==> src/rtl/lapl_pkg.sv <==
`default_nettype none

package lapl_pkg;

   // Lattice geometry. The side is a power of two, so coordinate wrap is
   // plain modular arithmetic on COORD_W bits.
   localparam int SIDE     = 16;
   localparam int COORD_W  = $clog2(SIDE);
   localparam int ADDR_W   = 3 * COORD_W;
   localparam int DATA_W   = 32;

   // Stencil sum: |sum| stays below 192 * 2^31, so 41 signed bits hold it.
   localparam int SUM_W    = 41;
   localparam int NUM_TAPS = 13;
   localparam int TAP_W    = $clog2(NUM_TAPS);

   // Scaling multiply: the sum is cut into a 20-bit unsigned low part and a
   // signed high part; each meets the 33-bit signed scale in its own cycle.
   localparam int SPLIT    = 20;
   localparam int MUL_A_W  = SUM_W - SPLIT;
   localparam int MUL_B_W  = DATA_W + 1;
   localparam int MUL_P_W  = MUL_A_W + MUL_B_W;
   localparam int PROD_W   = SUM_W + MUL_B_W + 1;
   localparam int FRAC_W   = 16;

   localparam logic [DATA_W-1:0] SCALE_RESET = 32'h0001_0000;
   localparam logic signed [DATA_W-1:0] VALUE_MAX = 32'sh7FFF_FFFF;
   localparam logic signed [DATA_W-1:0] VALUE_MIN = 32'sh8000_0000;

   localparam logic REQ_WRITE = 1'b0;
   localparam logic REQ_QUERY = 1'b1;

   typedef logic [COORD_W-1:0] coord_type;
   typedef logic [ADDR_W-1:0]  addr_type;
   typedef logic [TAP_W-1:0]   tap_type;

   typedef enum logic [1:0] {
      AC_IDLE,
      AC_READ,
      AC_DRAIN,
      AC_HAND
   } acc_state_type;

   typedef enum logic [2:0] {
      SC_IDLE,
      SC_LO,
      SC_HI,
      SC_ADD,
      SC_OUT
   } scl_state_type;

   typedef enum logic [1:0] {
      TAP_CENTER,
      TAP_NEAR,
      TAP_FAR
   } tap_kind_type;

   typedef struct packed {
      logic                en;
      logic                we;
      addr_type            addr;
      logic [DATA_W-1:0]   wdata;
   } ram_req_type;

   typedef struct packed {
      logic                    valid;
      logic signed [SUM_W-1:0] value;
   } sum_xfer_type;

   // Tap zero is the center point; the other twelve go axis by axis, each
   // axis in the order +2, +1, -1, -2.
   function automatic tap_kind_type tap_kind(tap_type tap);
      tap_type sel;
      tap_kind_type kind;
      sel = tap - tap_type'(1);
      if (tap == tap_type'(0)) begin
         kind = TAP_CENTER;
      end else if (sel[1] == sel[0]) begin
         kind = TAP_FAR;
      end else begin
         kind = TAP_NEAR;
      end
      return kind;
   endfunction

   function automatic addr_type tap_addr(coord_type x, coord_type y, coord_type z,
                                         tap_type tap);
      tap_type sel;
      coord_type ofs;
      coord_type ax;
      coord_type ay;
      coord_type az;
      sel = tap - tap_type'(1);
      ax  = x;
      ay  = y;
      az  = z;
      case (sel[1:0])
         2'd0:    ofs = coord_type'(2);
         2'd1:    ofs = coord_type'(1);
         2'd2:    ofs = coord_type'(SIDE - 1);
         default: ofs = coord_type'(SIDE - 2);
      endcase
      if (tap != tap_type'(0)) begin
         case (sel[3:2])
            2'd0:    ax = x + ofs;
            2'd1:    ay = y + ofs;
            default: az = z + ofs;
         endcase
      end
      return {ax, ay, az};
   endfunction

   function automatic logic signed [SUM_W-1:0] tap_term(logic [DATA_W-1:0] d, tap_type tap);
      logic signed [SUM_W-1:0] de;
      logic signed [SUM_W-1:0] term;
      de = {{(SUM_W-DATA_W){d[DATA_W-1]}}, d};
      case (tap_kind(tap))
         TAP_CENTER: term = -((de <<< 6) + (de <<< 4) + (de <<< 3) + (de <<< 1));
         TAP_NEAR:   term = de <<< 4;
         TAP_FAR:    term = -de;
         default:    term = '0;
      endcase
      return term;
   endfunction

endpackage

`default_nettype wire

==> src/rtl/lapl_accum.sv <==
`default_nettype none

module lapl_accum import lapl_pkg::*; (
   input  wire logic              clock,
   input  wire logic              reset,
   input  wire logic              req_valid,
   output logic                   req_ready,
   input  wire logic              req_type,
   input  wire coord_type         req_pos_x,
   input  wire coord_type         req_pos_y,
   input  wire coord_type         req_pos_z,
   input  wire logic [DATA_W-1:0] req_sample_value,
   output ram_req_type            ram_req,
   input  wire logic [DATA_W-1:0] ram_rdata,
   input  wire logic              scl_ready,
   output sum_xfer_type           sum_out
);

   acc_state_type state_ff, state_in;
   tap_type tap_ff, tap_in;
   tap_type rd_tap_ff;
   logic rd_valid_ff;
   coord_type x_ff, x_in, y_ff, y_in, z_ff, z_in;
   logic signed [SUM_W-1:0] acc_ff, acc_in;
   logic start;

   always_ff @(posedge clock) begin
      if (reset) begin
         state_ff    <= AC_IDLE;
         rd_valid_ff <= 1'b0;
      end else begin
         state_ff    <= state_in;
         rd_valid_ff <= (state_ff == AC_READ);
      end
   end

   always_ff @(posedge clock) begin
      tap_ff    <= tap_in;
      rd_tap_ff <= tap_ff;
      x_ff      <= x_in;
      y_ff      <= y_in;
      z_ff      <= z_in;
      acc_ff    <= acc_in;
   end

   always_comb begin
      state_in      = state_ff;
      tap_in        = tap_ff;
      x_in          = x_ff;
      y_in          = y_ff;
      z_in          = z_ff;
      start         = 1'b0;
      req_ready     = 1'b0;
      ram_req.en    = 1'b0;
      ram_req.we    = 1'b0;
      ram_req.addr  = {req_pos_x, req_pos_y, req_pos_z};
      ram_req.wdata = req_sample_value;
      sum_out.valid = 1'b0;
      sum_out.value = acc_ff;
      case (state_ff)
         AC_IDLE: begin
            req_ready = 1'b1;
            if (req_valid) begin
               if (req_type == REQ_QUERY) begin
                  start    = 1'b1;
                  x_in     = req_pos_x;
                  y_in     = req_pos_y;
                  z_in     = req_pos_z;
                  tap_in   = '0;
                  state_in = AC_READ;
               end else begin
                  ram_req.en = 1'b1;
                  ram_req.we = 1'b1;
               end
            end
         end
         AC_READ: begin
            ram_req.en   = 1'b1;
            ram_req.addr = tap_addr(x_ff, y_ff, z_ff, tap_ff);
            if (tap_ff == tap_type'(NUM_TAPS - 1)) begin
               state_in = AC_DRAIN;
            end else begin
               tap_in = tap_ff + tap_type'(1);
            end
         end
         AC_DRAIN: begin
            state_in = AC_HAND;
         end
         AC_HAND: begin
            sum_out.valid = 1'b1;
            if (scl_ready) begin
               state_in = AC_IDLE;
            end
         end
         default: begin
            state_in = AC_IDLE;
         end
      endcase
   end

   always_comb begin
      acc_in = acc_ff;
      if (start) begin
         acc_in = '0;
      end else if (rd_valid_ff) begin
         acc_in = acc_ff + tap_term(ram_rdata, rd_tap_ff);
      end
   end

`ifndef SYNTHESIS
   a_read_data_follows_read: assert property (@(posedge clock) disable iff (reset)
      rd_valid_ff |-> $past(state_ff == AC_READ))
      else $error("read data arrived without a read in flight");

   a_query_starts_sweep: assert property (@(posedge clock) disable iff (reset)
      (req_valid && req_ready && req_type == REQ_QUERY)
      |=> (state_ff == AC_READ && tap_ff == tap_type'(0)))
      else $error("accepted query did not start the tap sweep at the center");

   a_sum_complete_at_handoff: assert property (@(posedge clock) disable iff (reset)
      (state_ff == AC_HAND) |-> !rd_valid_ff)
      else $error("sum handed off while a tap was still being accumulated");
`endif

endmodule

`default_nettype wire

==> config.mk <==
export PLATFORM = sky130hd
export DESIGN_NAME = lapl_accum
export DESIGN_NICKNAME = d
export VERILOG_FILES = /design/src/rtl/lapl_pkg.sv /design/src/rtl/lapl_accum.sv
export SDC_FILE = /design/constraint.sdc
export NUM_CORES = 1
export LEC_CHECK = 0
export BUFFER_PORTS_ARGS = -buffer_cell sky130_fd_sc_hd__clkbuf_2
export CAP_MARGIN = 25
export CORE_MARGIN = 2
export CORE_UTILIZATION = 55
export CTS_CLUSTER_SIZE = 24
export DETAILED_ROUTE_END_ITERATION = 7
export MAX_ROUTING_LAYER = met4
export PLACE_DENSITY = 0.83
export SETUP_SLACK_MARGIN = 0.3
export SYNTH_ARGS = -nofsm -noshare
export SYNTH_HDL_FRONTEND = slang
export SYNTH_SLANG_ARGS = --single-unit
==> constraint.sdc <==
create_clock -name clock -period 6 [get_ports clock]
set_clock_uncertainty 0.05 [all_clocks]
set_input_delay 0 -clock clock [delete_from_list [all_inputs] [get_ports clock]]
set_output_delay 0 -clock clock [all_outputs]
set_load 0.03 [all_outputs]
==> reports/results.tsv <==
metric	value	unit
synth_top_area_share	0.181	
cts_made_buffers	9	
path_clk_slew	50	ps
drtPass1Iterations	5	
antennaDiodeCount	0	
wl	29200	um
synth-main-ff-cell	dfxtp_1	
ys_warn_count	0	
finalNonFillerCells	1802	
slowest_delay	530	ps
max_freq	182	MHz
die_w	145	um
cts.sinks	64	
grt_max_degree	52	
vias	10300	
end_kind	register	
drt_iter0_drc	568	
gp_congestion	0.957	
min_period	5490	ps
synth_area	11000	um^2
die_area	21100	um^2
cts_tree	done	
yosys.area.top_type	ha_1	
synth_cells	1379	
synth_most_common_cell	inv_1	
clock_path_buffers	2	
drtAntennaViolNets	0	
cts-htree-levels	3	
grtUsageTotal	0.272	
syn_to_final_growth	18.9	%
synth.net_count	1682	
port-buffer-count	105	
ys_top_cells_by_area	ha_1, fa_1, dfxtp_1	
fp.dieH	145	um
worstSetupPathType	in -> reg	
fp-row-count	51	
startpoint_type	primary input	
wl_per_cell	16.2	um
synth_top_family_by_area	adder cells	
finalCritPeriodShare	0.914	
worstSkewPairLatency	330	ps
ir_drop	472	uV
ys_types	83	
hpwl	22200	um
grt_antenna_before_repair	0	
setup_viol	0	
async_flop_share	0	
slowest_stage	fa_1	
ys_ff_latch	64	
synth.area.mux_share	0.0369	
cp_max_fo	7	
gr-total-overflow	0	
cp.arrival	5680	ps
slew_viol_final	0	
yosys-top-cells-count	inv_1, ha_1, a21oi_1, nor2_1, nand2_1	
nFillCells	1603	
grt_pass1_wl	46500	um
tightest_slew	987	ps
relSlewSlack	0.341	
core	19500	um^2
tns	0	ps
status	completed	
total_power	0.00853	W
hp-class	in -> reg	
yosys.area_share.simple	0.151	
drive_gt1_frac	0.182	
p_leak	6.38	nW
start_util	0.563	
ys_seq_area_frac	0.131	
hold_viol_final	0	
dp.cells	1733	
synthAdderAreaFrac	0.296	
final_nets	1835	
grt_pass1_vias	9849	
synth_compound_area_frac	0.203	
synth_xor_area_frac	0.0828	
drv_cap	0	
worstPathRequired	6200	ps
p_per_area	652	nW/um^2
synth_edf_count	16	
grt_setup_unrepaired	true	
postSynthAreaPerCell	7.97	um^2
viasPerCell	5.72	
clock-root-buffer	clkbuf_16	
drc	0	
io_pins	170	
-- final timing paths --
check               start           to  slack, ps  cells after the start
max reg2reg  rd_tap_ff[0]   acc_ff[30]       1180                     19
min             scl_ready  state_ff[0]         50                      5
min reg2reg    acc_ff[40]   acc_ff[40]        420                      2
max          ram_rdata[4]   acc_ff[30]        510                     29
-- logic make-up after synthesis --
kind of cell / count (synthesis)
fa+ha+maj: 222
buf+inv: 259
simple gates: 348
mux: 40
compound gates: 342
xor+xnor: 104
flops: 64
-- what timing repair did --
| action | in CTS | in global routing |
|---|---|---|
| endpoints found under the hold margin | 47 | 0 |
| hold buffers | 45 | 0 |
| gates resized for setup | 0 | 84 |
| endpoints found under the setup margin | 0 | 19 |
| setup buffers | 0 | 8 |
-- worst max-delay path: cells and delay by family --
family	cells	cell delay, ps
XOR/XNOR	1	150
AND/OR/NAND/NOR	5	910
buffers and inverters	6	670
AO/OA/AOI/OAI	12	2020
adder cells (fa/ha/maj)	5	1940
-- power breakdown --
| group | internal [W] | switching (W) | leakage, nW |
|---|---|---|---|
| sequential | 0.000600 | 0.000147 | 0.549 |
| clock | 0.000361 | 0.000197 | 0.148 |
| combinational | 0.00295 | 0.00427 | 5.68 |
| total | 0.00391 | 0.00462 | 6.38 |
-- per-stage QoR --
| step | hold WS (ps) | utilization | setup WS [ps] | area (um^2) |
|---|---|---|---|---|
| 2_1_floorplan | 21.6 | - | 518 | 11000 |
| 3_3_place_gp | -49.8 | 0.611 | 90.5 | 11900 |
| 3_5_place_dp | -49.8 | 0.611 | -26.5 | 11900 |
| 4_1_cts | 46.3 | 0.650 | 312 | 12700 |
| 5_1_grt | 127 | 0.670 | 130 | 13100 |
| 6_report | 47.6 | 0.670 | 514 | 13100 |
-- cell type report --
| cell class | count | area, um^2 | share of cell area |
|---|---|---|---|
| clock buffer | 10 | 229 | 0.0175 |
| clock inverter | 6 | 83.8 | 0.00641 |
| inverter | 180 | 687 | 0.0525 |
| multi-input combinational | 1056 | 8790 | 0.672 |
| sequential | 64 | 1440 | 0.110 |
| tap | 265 | 332 | 0.0254 |
| timing repair buffer | 221 | 1520 | 0.116 |
-- registers in the layout (all words and copies together), names as in the netlist --
signal and count:
acc_ff 41, rd_tap_ff 4, rd_valid_ff 1, state_ff 2, tap_ff 4, x_ff 4
y_ff 4, z_ff 4
-- routing by layer --
metal / up-vias / track usage / share of wire
met3: 85 / 0.0317 / 0.048
met5: - / - / 0
li1: 5021 / - / -
met2: 352 / 0.464 / 0.50
met1: 4842 / 0.332 / 0.41
met4: 0 / 0.103 / 0.037
-- layout by cell type (no fill, tap or decap), drive strengths merged, types with 4 or more instances in the layout --
cell | netlist | routed
inv | 180 | 177
ha | 159 | 159
a21oi | 123 | 123
clkbuf | 35 | 114
nor2 | 113 | 113
nand2 | 84 | 84
xnor2 | 77 | 77
buf | 44 | 72
fa | 63 | 63
o21ai | 62 | 62
a21o | 50 | 50
dfxtp | 48 | 48
dlygate4sd3 | 0 | 45
mux2i | 36 | 36
nand3 | 35 | 35
a211oi | 29 | 29
xor2 | 27 | 27
nor3 | 23 | 23
nor2b | 18 | 18
and3 | 17 | 17
edfxtp | 16 | 16
a31oi | 16 | 16
nand2b | 13 | 13
nand4 | 12 | 12
and2 | 9 | 9
o21bai | 8 | 8
o21a | 7 | 7
o31ai | 7 | 7
and4 | 6 | 6
clkinvlp | 0 | 4
or3 | 4 | 4
o211ai | 4 | 4
mux2 | 4 | 4
nor3b | 4 | 4
a311o | 4 | 4
Note: power is estimated with default switching activity, not from simulation.
