File: src/rtl/lapl_pkg.sv
`default_nettype none

package lapl_pkg;

   // Lattice geometry. The side is a power of two, so coordinate wrap is
   // plain modular arithmetic on COORD_W bits.
   localparam int SIDE     = 16;
   localparam int COORD_W  = $clog2(SIDE);
   localparam int ADDR_W   = 3 * COORD_W;
   localparam int DATA_W   = 32;

   // Stencil sum: |sum| stays below 192 * 2^31, so 41 signed bits hold it.
   localparam int SUM_W    = 41;
   localparam int NUM_TAPS = 13;
   localparam int TAP_W    = $clog2(NUM_TAPS);

   // Scaling multiply: the sum is cut into a 20-bit unsigned low part and a
   // signed high part; each meets the 33-bit signed scale in its own cycle.
   localparam int SPLIT    = 20;
   localparam int MUL_A_W  = SUM_W - SPLIT;
   localparam int MUL_B_W  = DATA_W + 1;
   localparam int MUL_P_W  = MUL_A_W + MUL_B_W;
   localparam int PROD_W   = SUM_W + MUL_B_W + 1;
   localparam int FRAC_W   = 16;

   localparam logic [DATA_W-1:0] SCALE_RESET = 32'h0001_0000;
   localparam logic signed [DATA_W-1:0] VALUE_MAX = 32'sh7FFF_FFFF;
   localparam logic signed [DATA_W-1:0] VALUE_MIN = 32'sh8000_0000;

   localparam logic REQ_WRITE = 1'b0;
   localparam logic REQ_QUERY = 1'b1;

   typedef logic [COORD_W-1:0] coord_type;
   typedef logic [ADDR_W-1:0]  addr_type;
   typedef logic [TAP_W-1:0]   tap_type;

   typedef enum logic [1:0] {
      AC_IDLE,
      AC_READ,
      AC_DRAIN,
      AC_HAND
   } acc_state_type;

   typedef enum logic [2:0] {
      SC_IDLE,
      SC_LO,
      SC_HI,
      SC_ADD,
      SC_OUT
   } scl_state_type;

   typedef enum logic [1:0] {
      TAP_CENTER,
      TAP_NEAR,
      TAP_FAR
   } tap_kind_type;

   typedef struct packed {
      logic                en;
      logic                we;
      addr_type            addr;
      logic [DATA_W-1:0]   wdata;
   } ram_req_type;

   typedef struct packed {
      logic                    valid;
      logic signed [SUM_W-1:0] value;
   } sum_xfer_type;

   // Tap zero is the center point; the other twelve go axis by axis, each
   // axis in the order +2, +1, -1, -2.
   function automatic tap_kind_type tap_kind(tap_type tap);
      tap_type sel;
      tap_kind_type kind;
      sel = tap - tap_type'(1);
      if (tap == tap_type'(0)) begin
         kind = TAP_CENTER;
      end else if (sel[1] == sel[0]) begin
         kind = TAP_FAR;
      end else begin
         kind = TAP_NEAR;
      end
      return kind;
   endfunction

   function automatic addr_type tap_addr(coord_type x, coord_type y, coord_type z,
                                         tap_type tap);
      tap_type sel;
      coord_type ofs;
      coord_type ax;
      coord_type ay;
      coord_type az;
      sel = tap - tap_type'(1);
      ax  = x;
      ay  = y;
      az  = z;
      case (sel[1:0])
         2'd0:    ofs = coord_type'(2);
         2'd1:    ofs = coord_type'(1);
         2'd2:    ofs = coord_type'(SIDE - 1);
         default: ofs = coord_type'(SIDE - 2);
      endcase
      if (tap != tap_type'(0)) begin
         case (sel[3:2])
            2'd0:    ax = x + ofs;
            2'd1:    ay = y + ofs;
            default: az = z + ofs;
         endcase
      end
      return {ax, ay, az};
   endfunction

   function automatic logic signed [SUM_W-1:0] tap_term(logic [DATA_W-1:0] d, tap_type tap);
      logic signed [SUM_W-1:0] de;
      logic signed [SUM_W-1:0] term;
      de = {{(SUM_W-DATA_W){d[DATA_W-1]}}, d};
      case (tap_kind(tap))
         TAP_CENTER: term = -((de <<< 6) + (de <<< 4) + (de <<< 3) + (de <<< 1));
         TAP_NEAR:   term = de <<< 4;
         TAP_FAR:    term = -de;
         default:    term = '0;
      endcase
      return term;
   endfunction

endpackage

`default_nettype wire

File: src/rtl/lapl_scale.sv
`default_nettype none

module lapl_scale import lapl_pkg::*; (
   input  wire logic              clock,
   input  wire logic              reset,
   input  wire sum_xfer_type      sum_in,
   output logic                   scl_ready,
   input  wire logic [DATA_W-1:0] scale,
   output logic                   rsp_valid,
   input  wire logic              rsp_ready,
   output logic signed [DATA_W-1:0] rsp_laplacian_value,
   output logic                   rsp_saturated
);

   localparam int SHIFT_W = PROD_W - FRAC_W;

   scl_state_type state_ff, state_in;
   logic signed [SUM_W-1:0] sum_ff, sum_in_d;
   logic signed [MUL_P_W-1:0] p0_ff, p0_in, p1_ff, p1_in;
   logic signed [PROD_W-1:0] prod_ff, prod_in;
   logic rsp_valid_ff, rsp_valid_in;
   logic signed [DATA_W-1:0] value_ff, value_in;
   logic sat_ff, sat_in;

   logic signed [MUL_A_W-1:0] mul_a;
   logic signed [MUL_B_W-1:0] mul_b;
   logic signed [MUL_P_W-1:0] mul_p;
   logic [SHIFT_W-1:0] shifted;
   logic [SHIFT_W-DATA_W:0] top_bits;
   logic fits;
   logic load;

   always_ff @(posedge clock) begin
      if (reset) begin
         state_ff     <= SC_IDLE;
         rsp_valid_ff <= 1'b0;
      end else begin
         state_ff     <= state_in;
         rsp_valid_ff <= rsp_valid_in;
      end
   end

   always_ff @(posedge clock) begin
      sum_ff   <= sum_in_d;
      p0_ff    <= p0_in;
      p1_ff    <= p1_in;
      prod_ff  <= prod_in;
      value_ff <= value_in;
      sat_ff   <= sat_in;
   end

   // One shared multiplier, low half of the sum first, then the high half.
   always_comb begin
      if (state_ff == SC_LO) begin
         mul_a = {1'b0, sum_ff[SPLIT-1:0]};
      end else begin
         mul_a = sum_ff[SUM_W-1:SPLIT];
      end
      mul_b = {1'b0, scale};
      mul_p = mul_a * mul_b;
   end

   // Dropping the low fraction bits of a two's complement value is a floor.
   always_comb begin
      shifted  = prod_ff[PROD_W-1:FRAC_W];
      top_bits = shifted[SHIFT_W-1:DATA_W-1];
      fits     = (&top_bits) | ~(|top_bits);
   end

   always_comb begin
      state_in  = state_ff;
      sum_in_d  = sum_ff;
      p0_in     = p0_ff;
      p1_in     = p1_ff;
      prod_in   = prod_ff;
      value_in  = value_ff;
      sat_in    = sat_ff;
      scl_ready = 1'b0;
      load      = 1'b0;
      case (state_ff)
         SC_IDLE: begin
            scl_ready = 1'b1;
            if (sum_in.valid) begin
               sum_in_d = sum_in.value;
               state_in = SC_LO;
            end
         end
         SC_LO: begin
            p0_in    = mul_p;
            state_in = SC_HI;
         end
         SC_HI: begin
            p1_in    = mul_p;
            state_in = SC_ADD;
         end
         SC_ADD: begin
            prod_in  = ({{(PROD_W-MUL_P_W){p1_ff[MUL_P_W-1]}}, p1_ff} << SPLIT)
                     + {{(PROD_W-MUL_P_W){p0_ff[MUL_P_W-1]}}, p0_ff};
            state_in = SC_OUT;
         end
         SC_OUT: begin
            if (!rsp_valid_ff || rsp_ready) begin
               load     = 1'b1;
               state_in = SC_IDLE;
               sat_in   = ~fits;
               if (fits) begin
                  value_in = shifted[DATA_W-1:0];
               end else if (shifted[SHIFT_W-1]) begin
                  value_in = VALUE_MIN;
               end else begin
                  value_in = VALUE_MAX;
               end
            end
         end
         default: begin
            state_in = SC_IDLE;
         end
      endcase
      rsp_valid_in = load | (rsp_valid_ff & ~rsp_ready);
   end

   assign rsp_valid           = rsp_valid_ff;
   assign rsp_laplacian_value = value_ff;
   assign rsp_saturated       = sat_ff;

`ifndef SYNTHESIS
   a_load_shows_word: assert property (@(posedge clock) disable iff (reset)
      load |=> rsp_valid_ff)
      else $error("finished result was not presented on the response channel");

   a_saturated_value_is_limit: assert property (@(posedge clock) disable iff (reset)
      (rsp_valid_ff && sat_ff) |-> (value_ff == VALUE_MAX || value_ff == VALUE_MIN))
      else $error("saturation flag set on a value that is not a range limit");

   a_sum_taken: assert property (@(posedge clock) disable iff (reset)
      (state_ff == SC_IDLE && sum_in.valid) |=> (state_ff == SC_LO))
      else $error("offered sum was not taken by the idle scaler");
`endif

endmodule

`default_nettype wire

File: config.mk
export PLATFORM = sky130hd
export DESIGN_NAME = lapl_scale
export DESIGN_NICKNAME = d
export VERILOG_FILES = /design/src/rtl/lapl_pkg.sv /design/src/rtl/lapl_scale.sv
export SDC_FILE = /design/constraint.sdc
export NUM_CORES = 2
export LEC_CHECK = 0
export ABC_CLOCK_PERIOD_IN_PS = 9100
export BUFFER_PORTS_ARGS = -buffer_cell sky130_fd_sc_hd__buf_2
export CORE_MARGIN = 3
export CORE_UTILIZATION = 50
export DETAILED_ROUTE_END_ITERATION = 7
export PLACE_DENSITY = 0.72
export RECOVER_POWER = 50
export SKIP_LAST_GASP = 1
export SLEW_MARGIN = 10
export SYNTH_ARGS = -nofsm -noshare
export SYNTH_HDL_FRONTEND = slang
export SYNTH_SLANG_ARGS = --single-unit
export TNS_END_PERCENT = 30
File: constraint.sdc
create_clock -name clock -period 9.1 [get_ports clock]
set_input_delay 0.91 -clock clock [delete_from_list [all_inputs] [get_ports clock]]
set_output_delay 0.91 -clock clock [all_outputs]
set_load 0.01 [all_outputs]
==> results.txt <==
The checks that failed: max-capacitance violations, max-slew violations. The number of placement rows is 92. In the synthesized netlist the dominant register cell turns out to be sky130_fd_sc_hd__edfxtp_1. In this run, the number of DRC markers left after iteration 0 of detailed routing was 1518. The clock root buffer is sky130_fd_sc_hd__clkbuf_16. In the post-synthesis netlist, the biggest area contributors are sky130_fd_sc_hd__fa_1 (35%), sky130_fd_sc_hd__edfxtp_1 (21%), sky130_fd_sc_hd__ha_1 (9.7%), sky130_fd_sc_hd__inv_1 (8.3%), sky130_fd_sc_hd__and2_1 (5.5%). The initial antenna violation count is 3. The achievable clock frequency is 117.8 MHz. The H-tree level count came out at 1.

The slew at the pin closest to its max-slew limit came out at 3.227 ns. The global-route wire length before repair is 122.9 mm. The final count of pins violating max slew was 151. The largest single stage delay on the critical path is 0.62 ns.

For this run, the number of Yosys warnings is 0. The start point of the critical path is state_ff[0]. The proportion of layout cells with a drive suffix above 1 came out at 0.05669. The area of the core is 63770 µm². The number of buffers inserted by hold repair at cts came out at 0. Setup repair after global routing left no endpoint under its margin. STA puts the critical path data required time at 9.36 ns. The die covers 68290 µm². The number of vias per cell after detailed routing came out at 5.390. The starting density of the core came out at 0.5111. In the final timing run, aggregate negative setup slack is 0 ns. The area share of the leading cell type in the synthesized netlist came out at 0.3495. The number of setup buffers added after CTS came out at 0.

The number of global-route vias before repair came out at 23446. Synthesis produced a netlist whose cell count is 3345. The final number of hold-violating endpoints came out at 0. The TritonCTS buffer count came out at 23. STA classifies the critical path startpoint as a register. The kind of cell adding the most delay to the critical path is adder cells. The chip height is 261.3 µm. The critical path endpoint category is a register.

The max-capacitance violation count came out at 3. The clock latency on the worst-skew pair is 0.52 ns. The run finished, with violations left. The path class of the tightest hold or removal check is reg -> reg.

Synthesis produced a netlist with a net count of 4244. Routability-driven placement finished with a final weighted congestion of 0.9117. On the final layout, the worst clock skew is 0.01193 ns. The total routing usage reported by global routing is 0.2249.

The fraction of registers with async set or reset after synthesis came out at 0. The final layout net count came out at 4216. The wire length reported by the detailed router is 73.84 mm.

The detail-routed net length per standard cell came out at 17.67 µm. The via count is 22529. In this run the mean area of a mapped cell was 9.744 µm². In this run the most critical hold path is launched from p0_ff[18]. The register-to-register path setup slack came out at 0.61 ns. After detailed routing, the number of remaining DRC violations is 0. The synthesized design spends more area on one cell type than any other, namely sky130_fd_sc_hd__fa_1. The iteration count of the initial detailed-routing pass came out at 6. The period utilization came out at 0.9326. The sink count of the clock tree is 229. The post-synth design cell area came out at 32600 µm². The number of distinct library cells after synthesis is 69.

Of all nets on the critical path, the largest fanout is 60. The clock transition time at the flip-flop clock pins of the worst setup and hold paths came out at 0.06 ns. The count of nets left with antenna violations once routing finished came out at 0. Of the synthesized area, sequential elements account for 0.2097. The clock tree from TritonCTS is yes. The number of synthesized flops with an enable pin came out at 225.

The number of buffers and inverters on the critical path is 5. The synthesized flop and latch total is 229. The worst register-to-register path begins at state_ff[0]. The final critical-path required period is 8.487 ns.

The arrival time reported for the critical path endpoint is 8.75 ns. The x dimension of the die is 261.3 µm. The wire-length estimate of the detail-placed layout is 59.49 mm. No sink is reached through more buffers than the 3 on the longest clock path. The number of resized instances in the post-cts repair step is 0. From synthesis to final layout, the design area changed by 5.420%. The type of the setup path with the least slack is reg -> reg.

The count of buffers added on input and output ports is 111. The count of filler cells inserted in the layout is 5737. On the critical path, the stage with the largest delay is an instance of sky130_fd_sc_hd__mux2_2.

The max-slew headroom at the worst pin came out at -1.151. The count of pins on the block boundary is 112. After global routing the overflow that remains totals 0. Counting stages on the worst path, the most repeated cell is sky130_fd_sc_hd__fa_1. The maximum number of pins on one net before global-route repair came out at 61.

The final number of setup-violating endpoints came out at 0. The number of inserted diodes came out at 0.
[flip-flops by register name (all words and copies together), names as in the netlist]
| register | cells |
|---|---|
| rsp_valid | 1 |
| p0_ff | 38 |
| p1_ff | 54 |
| rsp_laplacian_value | 32 |
| prod_ff | 59 |
| sum_ff | 41 |
| state_ff | 3 |
| rsp_saturated | 1 |
[cells in the mapped netlist (3+ instances only)]
cell type / instances
sky130_fd_sc_hd__o21ai_0: 73
sky130_fd_sc_hd__a211oi_1: 5
sky130_fd_sc_hd__clkbuf_1: 167
sky130_fd_sc_hd__o31ai_1: 6
sky130_fd_sc_hd__o21a_1: 10
sky130_fd_sc_hd__nor3b_1: 3
sky130_fd_sc_hd__edfxtp_1: 225
sky130_fd_sc_hd__xnor2_1: 61
sky130_fd_sc_hd__o21ai_1: 10
sky130_fd_sc_hd__a221oi_1: 3
sky130_fd_sc_hd__dfxtp_1: 4
sky130_fd_sc_hd__and3_1: 9
sky130_fd_sc_hd__xor2_1: 41
sky130_fd_sc_hd__nand3_1: 18
sky130_fd_sc_hd__nor2_1: 79
sky130_fd_sc_hd__a21o_1: 57
sky130_fd_sc_hd__nor2b_1: 11
sky130_fd_sc_hd__mux2_2: 20
sky130_fd_sc_hd__nand2_1: 430
sky130_fd_sc_hd__nand4_1: 36
sky130_fd_sc_hd__and4_1: 4
sky130_fd_sc_hd__fa_1: 569
sky130_fd_sc_hd__ha_1: 253
sky130_fd_sc_hd__a31oi_1: 15
sky130_fd_sc_hd__a21oi_1: 113
sky130_fd_sc_hd__a21boi_0: 5
sky130_fd_sc_hd__or2_2: 13
sky130_fd_sc_hd__o211ai_1: 9
sky130_fd_sc_hd__nor4_1: 10
sky130_fd_sc_hd__inv_1: 720
sky130_fd_sc_hd__nand2b_1: 11
sky130_fd_sc_hd__and2_1: 285
sky130_fd_sc_hd__o21bai_1: 17
sky130_fd_sc_hd__nor3_1: 14
[worst paths after layout]
path                               endpoint  cells after the start
worst max-delay path              p0_ff[52]                     25
worst min-delay path            prod_ff[18]                      0
worst max register to register    p0_ff[52]                     25
worst min register to register  prod_ff[18]                      0
[layout make-up]
type                    instances  area, µm²  area share
clock inverters                18      167.7    0.004879
clock buffers                  24      579.3     0.01686
flip-flops and latches        229       6837      0.1990
repair buffers                118      593.1     0.01726
multi-input cells            2225      22420      0.6526
well taps                     846       1059     0.03081
inverters                     720       2703     0.07865
[per-layer routing]
| metal | vias up | wire (µm) | track usage |
|---|---|---|---|
| met5 | - | 0 | 0 |
| met4 | 0 | 1213 | 0.03973 |
| met3 | 91 | 4248 | 0.02630 |
| met2 | 668 | 36290 | 0.3852 |
| met1 | 11535 | 32090 | 0.3138 |
| li1 | 10235 | - | - |
[layout by cell type (no fill, tap or decap), types with 18 or more instances in the layout]
| cell | n |
|---|---|
| sky130_fd_sc_hd__clkbuf_16 | 23 |
| sky130_fd_sc_hd__nand3_1 | 18 |
| sky130_fd_sc_hd__xor2_1 | 41 |
| sky130_fd_sc_hd__inv_1 | 720 |
| sky130_fd_sc_hd__fa_1 | 569 |
| sky130_fd_sc_hd__nand4_1 | 36 |
| sky130_fd_sc_hd__ha_1 | 253 |
| sky130_fd_sc_hd__buf_2 | 98 |
| sky130_fd_sc_hd__nor2_1 | 78 |
| sky130_fd_sc_hd__and2_1 | 284 |
| sky130_fd_sc_hd__mux2_2 | 20 |
| sky130_fd_sc_hd__xnor2_1 | 61 |
| sky130_fd_sc_hd__edfxtp_1 | 225 |
| sky130_fd_sc_hd__o21ai_0 | 73 |
| sky130_fd_sc_hd__a21o_1 | 57 |
| sky130_fd_sc_hd__nand2_1 | 430 |
| sky130_fd_sc_hd__a21oi_1 | 112 |
[cell families after synthesis]
family,Yosys count,synth area share
XOR/XNOR,102,0.02741
AND/OR/NAND/NOR,929,0.1387
buffers and inverters,891,0.1027
adder cells (fa/ha/maj),822,0.4466
flip-flops,229,0.2097
AO/OA/AOI/OAI,352,0.06791
multiplexers,20,0.006910
[through the flow]
step	setup WS (ns)	util	hold slack, ns	area, µm²	std cells
finish	0.6130	0.5388	0.4302	34360	4180
global placement	0.8427	0.5276	0.4081	33650	4138
global route	0.2075	0.5388	0.4259	34360	4180
CTS	0.6537	0.5393	0.4250	34390	4180
detailed placement	0.6874	0.5276	0.4106	33650	4138
floorplan	0.08396	-	0.4003	32600	3345
Power is left out: the tool's default activity adds up to more than one toggle a clock period on the data nets, which glitch-free logic cannot reach.
